[src/rtl/dess_pkg.sv]
// shared types, constants and register codes for the dual encoder speed sampler
package dess_pkg;

	localparam int COUNT_WIDTH_DEF = 32;
	localparam int RPM_FRAC_DEF    = 8;

	localparam int CFG_IDX_W  = 3;
	localparam int CFG_DATA_W = 16;

	localparam int DELTA_W  = 16;
	localparam int TOTAL_W  = 32;
	localparam int RPM_W    = 32;
	localparam int MUL_A_W  = 32;
	localparam int MUL_B_W  = 16;
	localparam int MUL_P_W  = MUL_A_W + MUL_B_W;
	// ppr(16) * ratio(10) * quad(3) * period(16)
	localparam int DEN_W    = 45;
	// magnitude(15) * 60000(16)
	localparam int SCALED_W = 31;

	localparam logic [15:0] DEF_PPR       = 16'd11;
	localparam logic [9:0]  DEF_RATIO     = 10'd30;
	localparam logic [2:0]  DEF_QUAD      = 3'd4;
	localparam logic [14:0] DEF_MAX_DELTA = 15'd2000;
	localparam logic        DEF_LEFT_INV  = 1'b1;
	localparam logic        DEF_RIGHT_INV = 1'b0;
	localparam logic [15:0] MS_PER_MINUTE = 16'd60000;

	typedef enum logic [CFG_IDX_W-1:0] {
		REG_PPR   = 3'd0,
		REG_RATIO = 3'd1,
		REG_QUAD  = 3'd2,
		REG_LINV  = 3'd3,
		REG_RINV  = 3'd4,
		REG_MAXD  = 3'd5
	} cfg_reg_t;

	typedef struct packed {
		logic [15:0] ppr;
		logic [9:0]  ratio;
		logic [2:0]  quad;
		logic        left_inv;
		logic        right_inv;
		logic [14:0] max_delta;
	} cfg_t;

	typedef enum logic [1:0] {
		ALU_HOLD,
		ALU_MUL,
		ALU_DIV_LOAD,
		ALU_DIV_STEP
	} alu_op_t;

	typedef struct packed {
		alu_op_t              op;
		logic [MUL_A_W-1:0]   mul_a;
		logic [MUL_B_W-1:0]   mul_b;
	} alu_ctrl_t;

	typedef enum logic [2:0] {
		ST_IDLE,
		ST_MUL_PR,
		ST_MUL_Q,
		ST_MUL_P,
		ST_MUL_N,
		ST_DIV_LOAD,
		ST_DIV,
		ST_SAT
	} seq_state_t;

endpackage

[src/rtl/dess_cfg.sv]
// configuration registers with zero-selects-default resolution for ppr, ratio, quad and max_delta
module dess_cfg (
	input  logic                            clk,
	input  logic                            arst_n,
	input  logic                            cfg_we,
	input  logic [dess_pkg::CFG_IDX_W-1:0]  cfg_index,
	input  logic [dess_pkg::CFG_DATA_W-1:0] cfg_wdata,
	output dess_pkg::cfg_t                  cfg
);
	import dess_pkg::*;

	logic [15:0] ppr_q;
	logic [9:0]  ratio_q;
	logic [2:0]  quad_q;
	logic        linv_q;
	logic        rinv_q;
	logic [14:0] maxd_q;

	always_ff @(posedge clk or negedge arst_n) begin
		if (!arst_n) begin
			ppr_q   <= DEF_PPR;
			ratio_q <= DEF_RATIO;
			quad_q  <= DEF_QUAD;
			linv_q  <= DEF_LEFT_INV;
			rinv_q  <= DEF_RIGHT_INV;
			maxd_q  <= DEF_MAX_DELTA;
		end else if (cfg_we) begin
			case (cfg_reg_t'(cfg_index))
				REG_PPR:   ppr_q   <= cfg_wdata[15:0];
				REG_RATIO: ratio_q <= cfg_wdata[9:0];
				REG_QUAD:  quad_q  <= cfg_wdata[2:0];
				REG_LINV:  linv_q  <= cfg_wdata[0];
				REG_RINV:  rinv_q  <= cfg_wdata[0];
				REG_MAXD:  maxd_q  <= cfg_wdata[14:0];
				default: begin
				end
			endcase
		end
	end

	always_comb begin
		cfg.ppr       = (ppr_q == '0) ? DEF_PPR : ppr_q;
		cfg.ratio     = (ratio_q == '0) ? DEF_RATIO : ratio_q;
		cfg.quad      = (quad_q == '0) ? DEF_QUAD : quad_q;
		cfg.left_inv  = linv_q;
		cfg.right_inv = rinv_q;
		cfg.max_delta = (maxd_q == '0) ? DEF_MAX_DELTA : maxd_q;
	end

endmodule

[src/rtl/dess_side.sv]
// per-encoder sign correction, limit check and running count
module dess_side #(
	parameter int COUNT_WIDTH = dess_pkg::COUNT_WIDTH_DEF
) (
	input  logic                         clk,
	input  logic                         arst_n,
	input  logic                         load,
	input  logic [dess_pkg::DELTA_W-1:0] raw,
	input  logic                         invert,
	input  logic [14:0]                  limit,
	output logic [dess_pkg::DELTA_W-1:0] sd,
	output logic                         rej,
	output logic [dess_pkg::DELTA_W-1:0] kept,
	output logic [dess_pkg::TOTAL_W-1:0] total_next
);
	import dess_pkg::*;

	logic [COUNT_WIDTH-1:0] accum_q;
	logic [COUNT_WIDTH-1:0] accum_sum;
	logic [DELTA_W-1:0]     mag;
	logic [63:0]            accum_wide;

	// magnitude of the most negative value is 32768, always above the limit
	assign sd        = invert ? (DELTA_W'(0) - raw) : raw;
	assign mag       = sd[DELTA_W-1] ? (DELTA_W'(0) - sd) : sd;
	assign rej       = mag > {1'b0, limit};
	assign kept      = rej ? '0 : sd;
	assign accum_sum = accum_q + COUNT_WIDTH'($signed(kept));
	assign accum_wide = 64'(accum_sum);
	assign total_next = accum_wide[TOTAL_W-1:0];

	always_ff @(posedge clk or negedge arst_n) begin
		if (!arst_n) begin
			accum_q <= '0;
		end else if (load) begin
			accum_q <= accum_sum;
		end
	end

endmodule

[src/rtl/dess_alu.sv]
// shared multiplier and one-bit-per-cycle restoring divider
module dess_alu #(
	parameter int NUM_W = dess_pkg::SCALED_W + dess_pkg::RPM_FRAC_DEF
) (
	input  logic                         clk,
	input  dess_pkg::alu_ctrl_t          ctrl,
	input  logic [dess_pkg::DEN_W-1:0]   den,
	input  logic [NUM_W-1:0]             num,
	output logic [dess_pkg::MUL_P_W-1:0] prod,
	output logic [NUM_W-1:0]             quo
);
	import dess_pkg::*;

	logic [MUL_P_W-1:0] prod_q;
	logic [NUM_W-1:0]   quo_q;
	logic [DEN_W-1:0]   rem_q;
	logic [DEN_W:0]     trial;
	logic [DEN_W:0]     diff;
	logic               ge;

	// dividend bits shift out of the top of quo_q as quotient bits enter below
	assign trial = {rem_q, quo_q[NUM_W-1]};
	assign diff  = trial - {1'b0, den};
	assign ge    = trial >= {1'b0, den};

	always_ff @(posedge clk) begin
		case (ctrl.op)
			ALU_MUL: begin
				prod_q <= ctrl.mul_a * ctrl.mul_b;
			end
			ALU_DIV_LOAD: begin
				quo_q <= num;
				rem_q <= '0;
			end
			ALU_DIV_STEP: begin
				quo_q <= {quo_q[NUM_W-2:0], ge};
				rem_q <= ge ? diff[DEN_W-1:0] : trial[DEN_W-1:0];
			end
			default: begin
			end
		endcase
	end

	assign prod = prod_q;
	assign quo  = quo_q;

endmodule

[src/rtl/dual_encoder_speed_sampler_unit.sv]
// dual encoder speed sampler top: sequencer around the shared multiply/divide unit
//
//  channel  signals                                       dir  moves
//  cfg      cfg_we cfg_index cfg_wdata                    in   register write
//  in       in_valid in_stall left_raw right_raw ...      in   one sample item
//  out      out_valid out_stall left_signed ... right_rpm out  one result item
//
// an item is accepted in the idle state; three multiplies build the denominator, then each
// side takes one multiply, a load, a 31+RPM_FRAC_BITS step divide (one quotient bit per
// cycle) and a saturate step.
// in_stall is high from acceptance until the result is moved into the output register,
// which happens only once the previous result has been taken.
// reset returns the configuration registers to their defaults and the running counts to zero.
module dual_encoder_speed_sampler_unit #(
	parameter int COUNT_WIDTH   = dess_pkg::COUNT_WIDTH_DEF,
	parameter int RPM_FRAC_BITS = dess_pkg::RPM_FRAC_DEF
) (
	input  logic                            clk,
	input  logic                            arst_n,
	input  logic                            cfg_we,
	input  logic [dess_pkg::CFG_IDX_W-1:0]  cfg_index,
	input  logic [dess_pkg::CFG_DATA_W-1:0] cfg_wdata,
	input  logic                            in_valid,
	output logic                            in_stall,
	input  logic signed [15:0]              left_raw,
	input  logic signed [15:0]              right_raw,
	input  logic [15:0]                     period_ms,
	output logic                            out_valid,
	input  logic                            out_stall,
	output logic signed [15:0]              left_signed,
	output logic signed [15:0]              right_signed,
	output logic                            left_rejected,
	output logic                            right_rejected,
	output logic signed [15:0]              left_speed,
	output logic signed [15:0]              right_speed,
	output logic signed [31:0]              left_total,
	output logic signed [31:0]              right_total,
	output logic signed [31:0]              left_rpm,
	output logic signed [31:0]              right_rpm
);
	import dess_pkg::*;

	localparam int NUM_W = SCALED_W + RPM_FRAC_BITS;
	localparam int CNT_W = $clog2(NUM_W);

	cfg_t       cfg;
	alu_ctrl_t  alu_ctrl;
	seq_state_t state_q, state_d;
	logic       side_q, side_d;
	logic [CNT_W-1:0] cnt_q, cnt_d;
	logic       out_valid_q;
	logic       accept, den_ld, rpm_l_ld, out_ld;

	logic [MUL_P_W-1:0] prod;
	logic [NUM_W-1:0]   quo;
	logic [NUM_W-1:0]   num;
	logic [DEN_W-1:0]   den_q;

	logic [DELTA_W-1:0] sd_l, kept_l, sd_r, kept_r;
	logic               rej_l, rej_r;
	logic [TOTAL_W-1:0] total_l, total_r;

	logic [15:0]        period_q;
	logic [DELTA_W-1:0] sd_l_q, sd_r_q, kept_l_q, kept_r_q;
	logic               rej_l_q, rej_r_q;
	logic [TOTAL_W-1:0] total_l_q, total_r_q;
	logic [RPM_W-1:0]   rpm_l_q;

	logic [DELTA_W-1:0] cur_kept, cur_neg;
	logic [14:0]        cur_mag;
	logic [63:0]        q_wide;
	logic [RPM_W-1:0]   q_neg_sat, rpm_cur;

	dess_cfg u_cfg (
		.clk       (clk),
		.arst_n    (arst_n),
		.cfg_we    (cfg_we),
		.cfg_index (cfg_index),
		.cfg_wdata (cfg_wdata),
		.cfg       (cfg)
	);

	dess_side #(.COUNT_WIDTH(COUNT_WIDTH)) u_left (
		.clk        (clk),
		.arst_n     (arst_n),
		.load       (accept),
		.raw        (left_raw),
		.invert     (cfg.left_inv),
		.limit      (cfg.max_delta),
		.sd         (sd_l),
		.rej        (rej_l),
		.kept       (kept_l),
		.total_next (total_l)
	);

	dess_side #(.COUNT_WIDTH(COUNT_WIDTH)) u_right (
		.clk        (clk),
		.arst_n     (arst_n),
		.load       (accept),
		.raw        (right_raw),
		.invert     (cfg.right_inv),
		.limit      (cfg.max_delta),
		.sd         (sd_r),
		.rej        (rej_r),
		.kept       (kept_r),
		.total_next (total_r)
	);

	dess_alu #(.NUM_W(NUM_W)) u_alu (
		.clk  (clk),
		.ctrl (alu_ctrl),
		.den  (den_q),
		.num  (num),
		.prod (prod),
		.quo  (quo)
	);

	assign in_stall = (state_q != ST_IDLE);
	assign accept   = in_valid && !in_stall;
	assign num      = NUM_W'(prod[SCALED_W-1:0]) << RPM_FRAC_BITS;

	// kept deltas never reach -32768, so 15 bits hold the magnitude
	assign cur_kept = side_q ? kept_r_q : kept_l_q;
	assign cur_neg  = DELTA_W'(0) - cur_kept;
	assign cur_mag  = cur_kept[DELTA_W-1] ? cur_neg[14:0] : cur_kept[14:0];

	// saturate the signed quotient to the signed 32-bit range; a zero period gives zero
	always_comb begin
		q_wide    = 64'(quo);
		q_neg_sat = (q_wide > 64'h8000_0000) ? 32'h8000_0000 : q_wide[RPM_W-1:0];
		if (period_q == '0) begin
			rpm_cur = '0;
		end else if (cur_kept[DELTA_W-1]) begin
			rpm_cur = RPM_W'(0) - q_neg_sat;
		end else begin
			rpm_cur = (q_wide > 64'h7FFF_FFFF) ? 32'h7FFF_FFFF : q_wide[RPM_W-1:0];
		end
	end

	always_comb begin
		state_d        = state_q;
		side_d         = side_q;
		cnt_d          = cnt_q;
		den_ld         = 1'b0;
		rpm_l_ld       = 1'b0;
		out_ld         = 1'b0;
		alu_ctrl.op    = ALU_HOLD;
		alu_ctrl.mul_a = '0;
		alu_ctrl.mul_b = '0;
		case (state_q)
			ST_IDLE: begin
				if (in_valid) begin
					state_d = ST_MUL_PR;
				end
			end
			ST_MUL_PR: begin
				alu_ctrl.op    = ALU_MUL;
				alu_ctrl.mul_a = MUL_A_W'(cfg.ppr);
				alu_ctrl.mul_b = MUL_B_W'(cfg.ratio);
				state_d        = ST_MUL_Q;
			end
			ST_MUL_Q: begin
				alu_ctrl.op    = ALU_MUL;
				alu_ctrl.mul_a = prod[MUL_A_W-1:0];
				alu_ctrl.mul_b = MUL_B_W'(cfg.quad);
				state_d        = ST_MUL_P;
			end
			ST_MUL_P: begin
				alu_ctrl.op    = ALU_MUL;
				alu_ctrl.mul_a = prod[MUL_A_W-1:0];
				alu_ctrl.mul_b = period_q;
				state_d        = ST_MUL_N;
			end
			ST_MUL_N: begin
				// denominator is still in the product register on the left pass only
				den_ld         = !side_q;
				alu_ctrl.op    = ALU_MUL;
				alu_ctrl.mul_a = MUL_A_W'(cur_mag);
				alu_ctrl.mul_b = MS_PER_MINUTE;
				state_d        = ST_DIV_LOAD;
			end
			ST_DIV_LOAD: begin
				alu_ctrl.op = ALU_DIV_LOAD;
				cnt_d       = CNT_W'(NUM_W - 1);
				state_d     = ST_DIV;
			end
			ST_DIV: begin
				alu_ctrl.op = ALU_DIV_STEP;
				if (cnt_q == '0) begin
					state_d = ST_SAT;
				end else begin
					cnt_d = cnt_q - 1'b1;
				end
			end
			ST_SAT: begin
				if (!side_q) begin
					rpm_l_ld = 1'b1;
					side_d   = 1'b1;
					state_d  = ST_MUL_N;
				end else if (!out_valid_q || !out_stall) begin
					out_ld  = 1'b1;
					side_d  = 1'b0;
					state_d = ST_IDLE;
				end
			end
			default: begin
				state_d = ST_IDLE;
			end
		endcase
	end

	always_ff @(posedge clk or negedge arst_n) begin
		if (!arst_n) begin
			state_q     <= ST_IDLE;
			side_q      <= 1'b0;
			cnt_q       <= '0;
			out_valid_q <= 1'b0;
		end else begin
			state_q <= state_d;
			side_q  <= side_d;
			cnt_q   <= cnt_d;
			if (out_ld) begin
				out_valid_q <= 1'b1;
			end else if (!out_stall) begin
				out_valid_q <= 1'b0;
			end
		end
	end

	always_ff @(posedge clk) begin
		if (accept) begin
			period_q  <= period_ms;
			sd_l_q    <= sd_l;
			sd_r_q    <= sd_r;
			rej_l_q   <= rej_l;
			rej_r_q   <= rej_r;
			kept_l_q  <= kept_l;
			kept_r_q  <= kept_r;
			total_l_q <= total_l;
			total_r_q <= total_r;
		end
		if (den_ld) begin
			den_q <= prod[DEN_W-1:0];
		end
		if (rpm_l_ld) begin
			rpm_l_q <= rpm_cur;
		end
		if (out_ld) begin
			left_signed    <= sd_l_q;
			right_signed   <= sd_r_q;
			left_rejected  <= rej_l_q;
			right_rejected <= rej_r_q;
			left_speed     <= kept_l_q;
			right_speed    <= kept_r_q;
			left_total     <= total_l_q;
			right_total    <= total_r_q;
			left_rpm       <= rpm_l_q;
			right_rpm      <= rpm_cur;
		end
	end

	assign out_valid = out_valid_q;

`ifndef ASSERT_OFF
	a_busy_after_accept: assert property (@(posedge clk) disable iff (!arst_n)
		accept |=> in_stall)
		else $error("sequencer did not leave idle after accepting an item");

	a_result_from_right: assert property (@(posedge clk) disable iff (!arst_n)
		$rose(out_valid) |-> ($past(state_q) == ST_SAT && $past(side_q)))
		else $error("result raised outside the right-side finish step");

	a_rejected_is_zero: assert property (@(posedge clk) disable iff (!arst_n)
		(out_valid && left_rejected) |-> (left_speed == '0 && left_rpm == '0))
		else $error("rejected left delta gave a nonzero speed");

	a_no_overwrite: assert property (@(posedge clk) disable iff (!arst_n)
		(out_valid && out_stall) |=> $stable(right_rpm))
		else $error("pending result overwritten");
`endif

endmodule

[config.mk]
export PLATFORM = sky130hd
export DESIGN_NAME = dual_encoder_speed_sampler_unit
export DESIGN_NICKNAME = d
export VERILOG_FILES = /design/src/rtl/dess_pkg.sv /design/src/rtl/dess_cfg.sv /design/src/rtl/dess_side.sv /design/src/rtl/dess_alu.sv /design/src/rtl/dual_encoder_speed_sampler_unit.sv
export SDC_FILE = /design/constraint.sdc
export NUM_CORES = 2
export LEC_CHECK = 0
export ABC_AREA = 1
export ABC_CLOCK_PERIOD_IN_PS = 9000
export BUFFER_PORTS_ARGS = -buffer_cell sky130_fd_sc_hd__buf_2
export CAP_MARGIN = 20
export CORE_ASPECT_RATIO = 1.75
export CORE_MARGIN = 4
export CORE_UTILIZATION = 57
export DETAILED_ROUTE_END_ITERATION = 8
export GPL_ROUTABILITY_DRIVEN = 0
export PLACE_DENSITY = 0.81
export REMOVE_ABC_BUFFERS = 1
export SETUP_SLACK_MARGIN = 0.4
export SYNTH_ARGS = -nofsm -noshare
export SYNTH_HDL_FRONTEND = slang
export SYNTH_HIERARCHICAL = 1
export SYNTH_SLANG_ARGS = --single-unit
[constraint.sdc]
create_clock -name clk -period 9 [get_ports clk]
set_input_delay 0.9 -clock clk [delete_from_list [all_inputs] [get_ports clk]]
set_output_delay 0.9 -clock clk [all_outputs]
set_load 0.05 [all_outputs]
==> impl_metrics.yaml <==
outcome:
  status: "finished clean"
final_layout:
  final_cell_mix: "1788 x nand2_1, 1262 x inv_1, 546 x edfxtp_1"
  areaGrowthSynthToFinish_pct: 9.095
  drive_above_1_share_pct: 10.11
  multi_input_area_um2: 27280
  n_fill_cell: 7233
  fin_area_um2: 57110
  post-route-util_pct: 62.90
  final_common_cell: "nand2_1"
  seqCellArea_um2: 19440
  nNetsFinal: 7149
route:
  wl_per_cell_um: 18.74
  routed_wl_um: 143300
  drc: 0
  ant_nets: 0
  first_pass_iters: 8
  viasPerCell: 5.603
  dr_total_vias: 42830
  drt-initial-drc-count: 4472
placement:
  pre_cts_ws_ps: 628.9
  port_buffers: 267
  hpwl_um: 110300
  place_area_um2: 54840
setup_path:
  path_max_fanout: 32
  rr_worst_depth: 24
  r2r_slack_ps: 720
  critical_path.endpoint_type: "flip-flop"
  reg2reg_to: "u_alu/prod[40]"
  required_ps: 9390
  worstPathArrival_ps: 8670
  start_kind: "flip-flop"
  path_class: "flip-flop to flip-flop"
  r2r_start: "state_q[1]"
global_routing:
  top_usage_layer: "met2"
  grt_overflow: 0
  antenna_found_initial: 11
  first_global_vias: 43950
  grt_usage_pct: 29.01
  grt_max_degree: 147
  grtUsageMet2_pct: 50.43
  grtUsageMet3_pct: 4.769
  grt_pass1_wl_um: 224700
  use_met1_pct: 31.08
clocking:
  ctsHtreeMaxLevel: 2
  clk_pin_slew_ps: 70
  cts.path.max_buffers: 3
  cts.sinks: 667
  cts_tree: "done"
  cts_buffers: 61
  clkLatencyLatePin_ps: 680
  clockRootBuffer: "clkbuf_16"
timing:
  setup-violations-final: 0
  hold_ws_ps: 144.9
  period_needed_ps: 8284
  fin_ws_ps: 716.2
  grt_setup_unrepaired: "false"
  drv_slew: 0
  worst_pin_slew_ps: 1185
  hold_viol: 0
  fin_tns_setup_ps: 0
  fin_crit_sh_pct: 92.04
  fmax_mhz: 120.7
  max_slew_margin_pct: 20.37
  clock_skew_ps: 66.57
pwr:
  peakVddDrop_uv: 225.6
  powerDensity_nw_per_um2: 339.2
  p_leak_nw: 28.66
synth:
  synth.avg_cell_area_um2: 8.408
  synth_area_um2: 52350
  synthCells: 6226
  ys_warn_count: 6
die:
  core_area_um2: 90790
  dieArea_um2: 96940
  die_x_um: 237.1
  rows: 146
  die_y_um: 408.9
  initial_core_util_pct: 57.66
  io_pins: 268
job:
  max_cap_viol_count: 0
min_path:
  hp-class: "primary input to asynchronous set/reset pin"
-- per-stage QoR --
stage          std cells  power (mW)
2_1_floorplan       6009       13.10
3_3_place_gp        7520       15.94
3_5_place_dp        7521       16.32
4_1_cts             7637       19.21
5_1_grt             7645       20.72
6_report            7645       19.37
-- report_power, final --
group	leakage, nW	internal, mW	switching, mW
combinational	21.0	3.33	7.65
clock	1.06	1.58	1.26
sequential	6.56	4.87	0.671
-- state kept, by name (all words and copies together), names as in the netlist, 39 cells and up --
| signal | flops |
|---|---|
| den_q | 45 |
| u_alu/rem_q | 45 |
| u_alu/quo | 39 |
| u_alu/prod | 45 |
-- worst max-delay path by stage --
| stage | slack (ps) | end | depth (start not counted) | from |
|---|---|---|---|---|
| global placement | 780 | u_alu/prod[43] | 34 | side_q |
| global route | 420 | u_alu/prod[32] | 24 | state_q[1] |
| detailed placement | 630 | u_alu/prod[43] | 34 | side_q |
| finish | 720 | u_alu/prod[40] | 24 | state_q[1] |
| floorplan | -4270 | u_left/accum_q[1] | 5 | state_q[1] |
| CTS | 530 | u_alu/prod[43] | 34 | side_q |
-- routing by layer --
| layer | wire (um) | up-vias |
|---|---|---|
| met2 | 71120 | 2365 |
| met3 | 11400 | 791 |
| met5 | 0 | - |
| li1 | - | 19470 |
| met1 | 47110 | 20200 |
| met4 | 13670 | 0 |
-- critical path, stage by stage, from the launching register on --
cell,delay [ps]
dfrtp_1,450
nand2_1,130
nor2_1,450
inv_1,570
o21ai_4,1040
nand2_1,210
fa_1,580
inv_1,60
fa_1,530
fa_1,500
fa_1,540
fa_1,550
inv_1,60
fa_1,530
inv_1,40
ha_1,340
nand2_1,120
nor2_1,300
nand2_1,90
o21ai_0,370
nand2_1,100
nand2_1,190
nand2_1,100
nand3_1,90
nand2_1,50
-- area by class of cell --
| cell class | instances | share of cell area, % |
|---|---|---|
| clock inverter | 46 | 1.047 |
| inverter | 1282 | 8.433 |
| tap | 1184 | 2.594 |
| sequential | 667 | 34.05 |
| clock buffer | 70 | 2.839 |
| multi-input combinational | 4060 | 47.78 |
| timing repair buffer | 331 | 3.243 |
| antenna | 5 | 0.02191 |
-- what timing repair did --
item	in CTS	in global routing
hold endpoints to repair	0	0
resized for setup	0	5
hold buffers	0	0
buffers inserted	0	3
endpoints found under the setup margin	0	27
No activity file was read; power rests on OpenSTA's default activity.
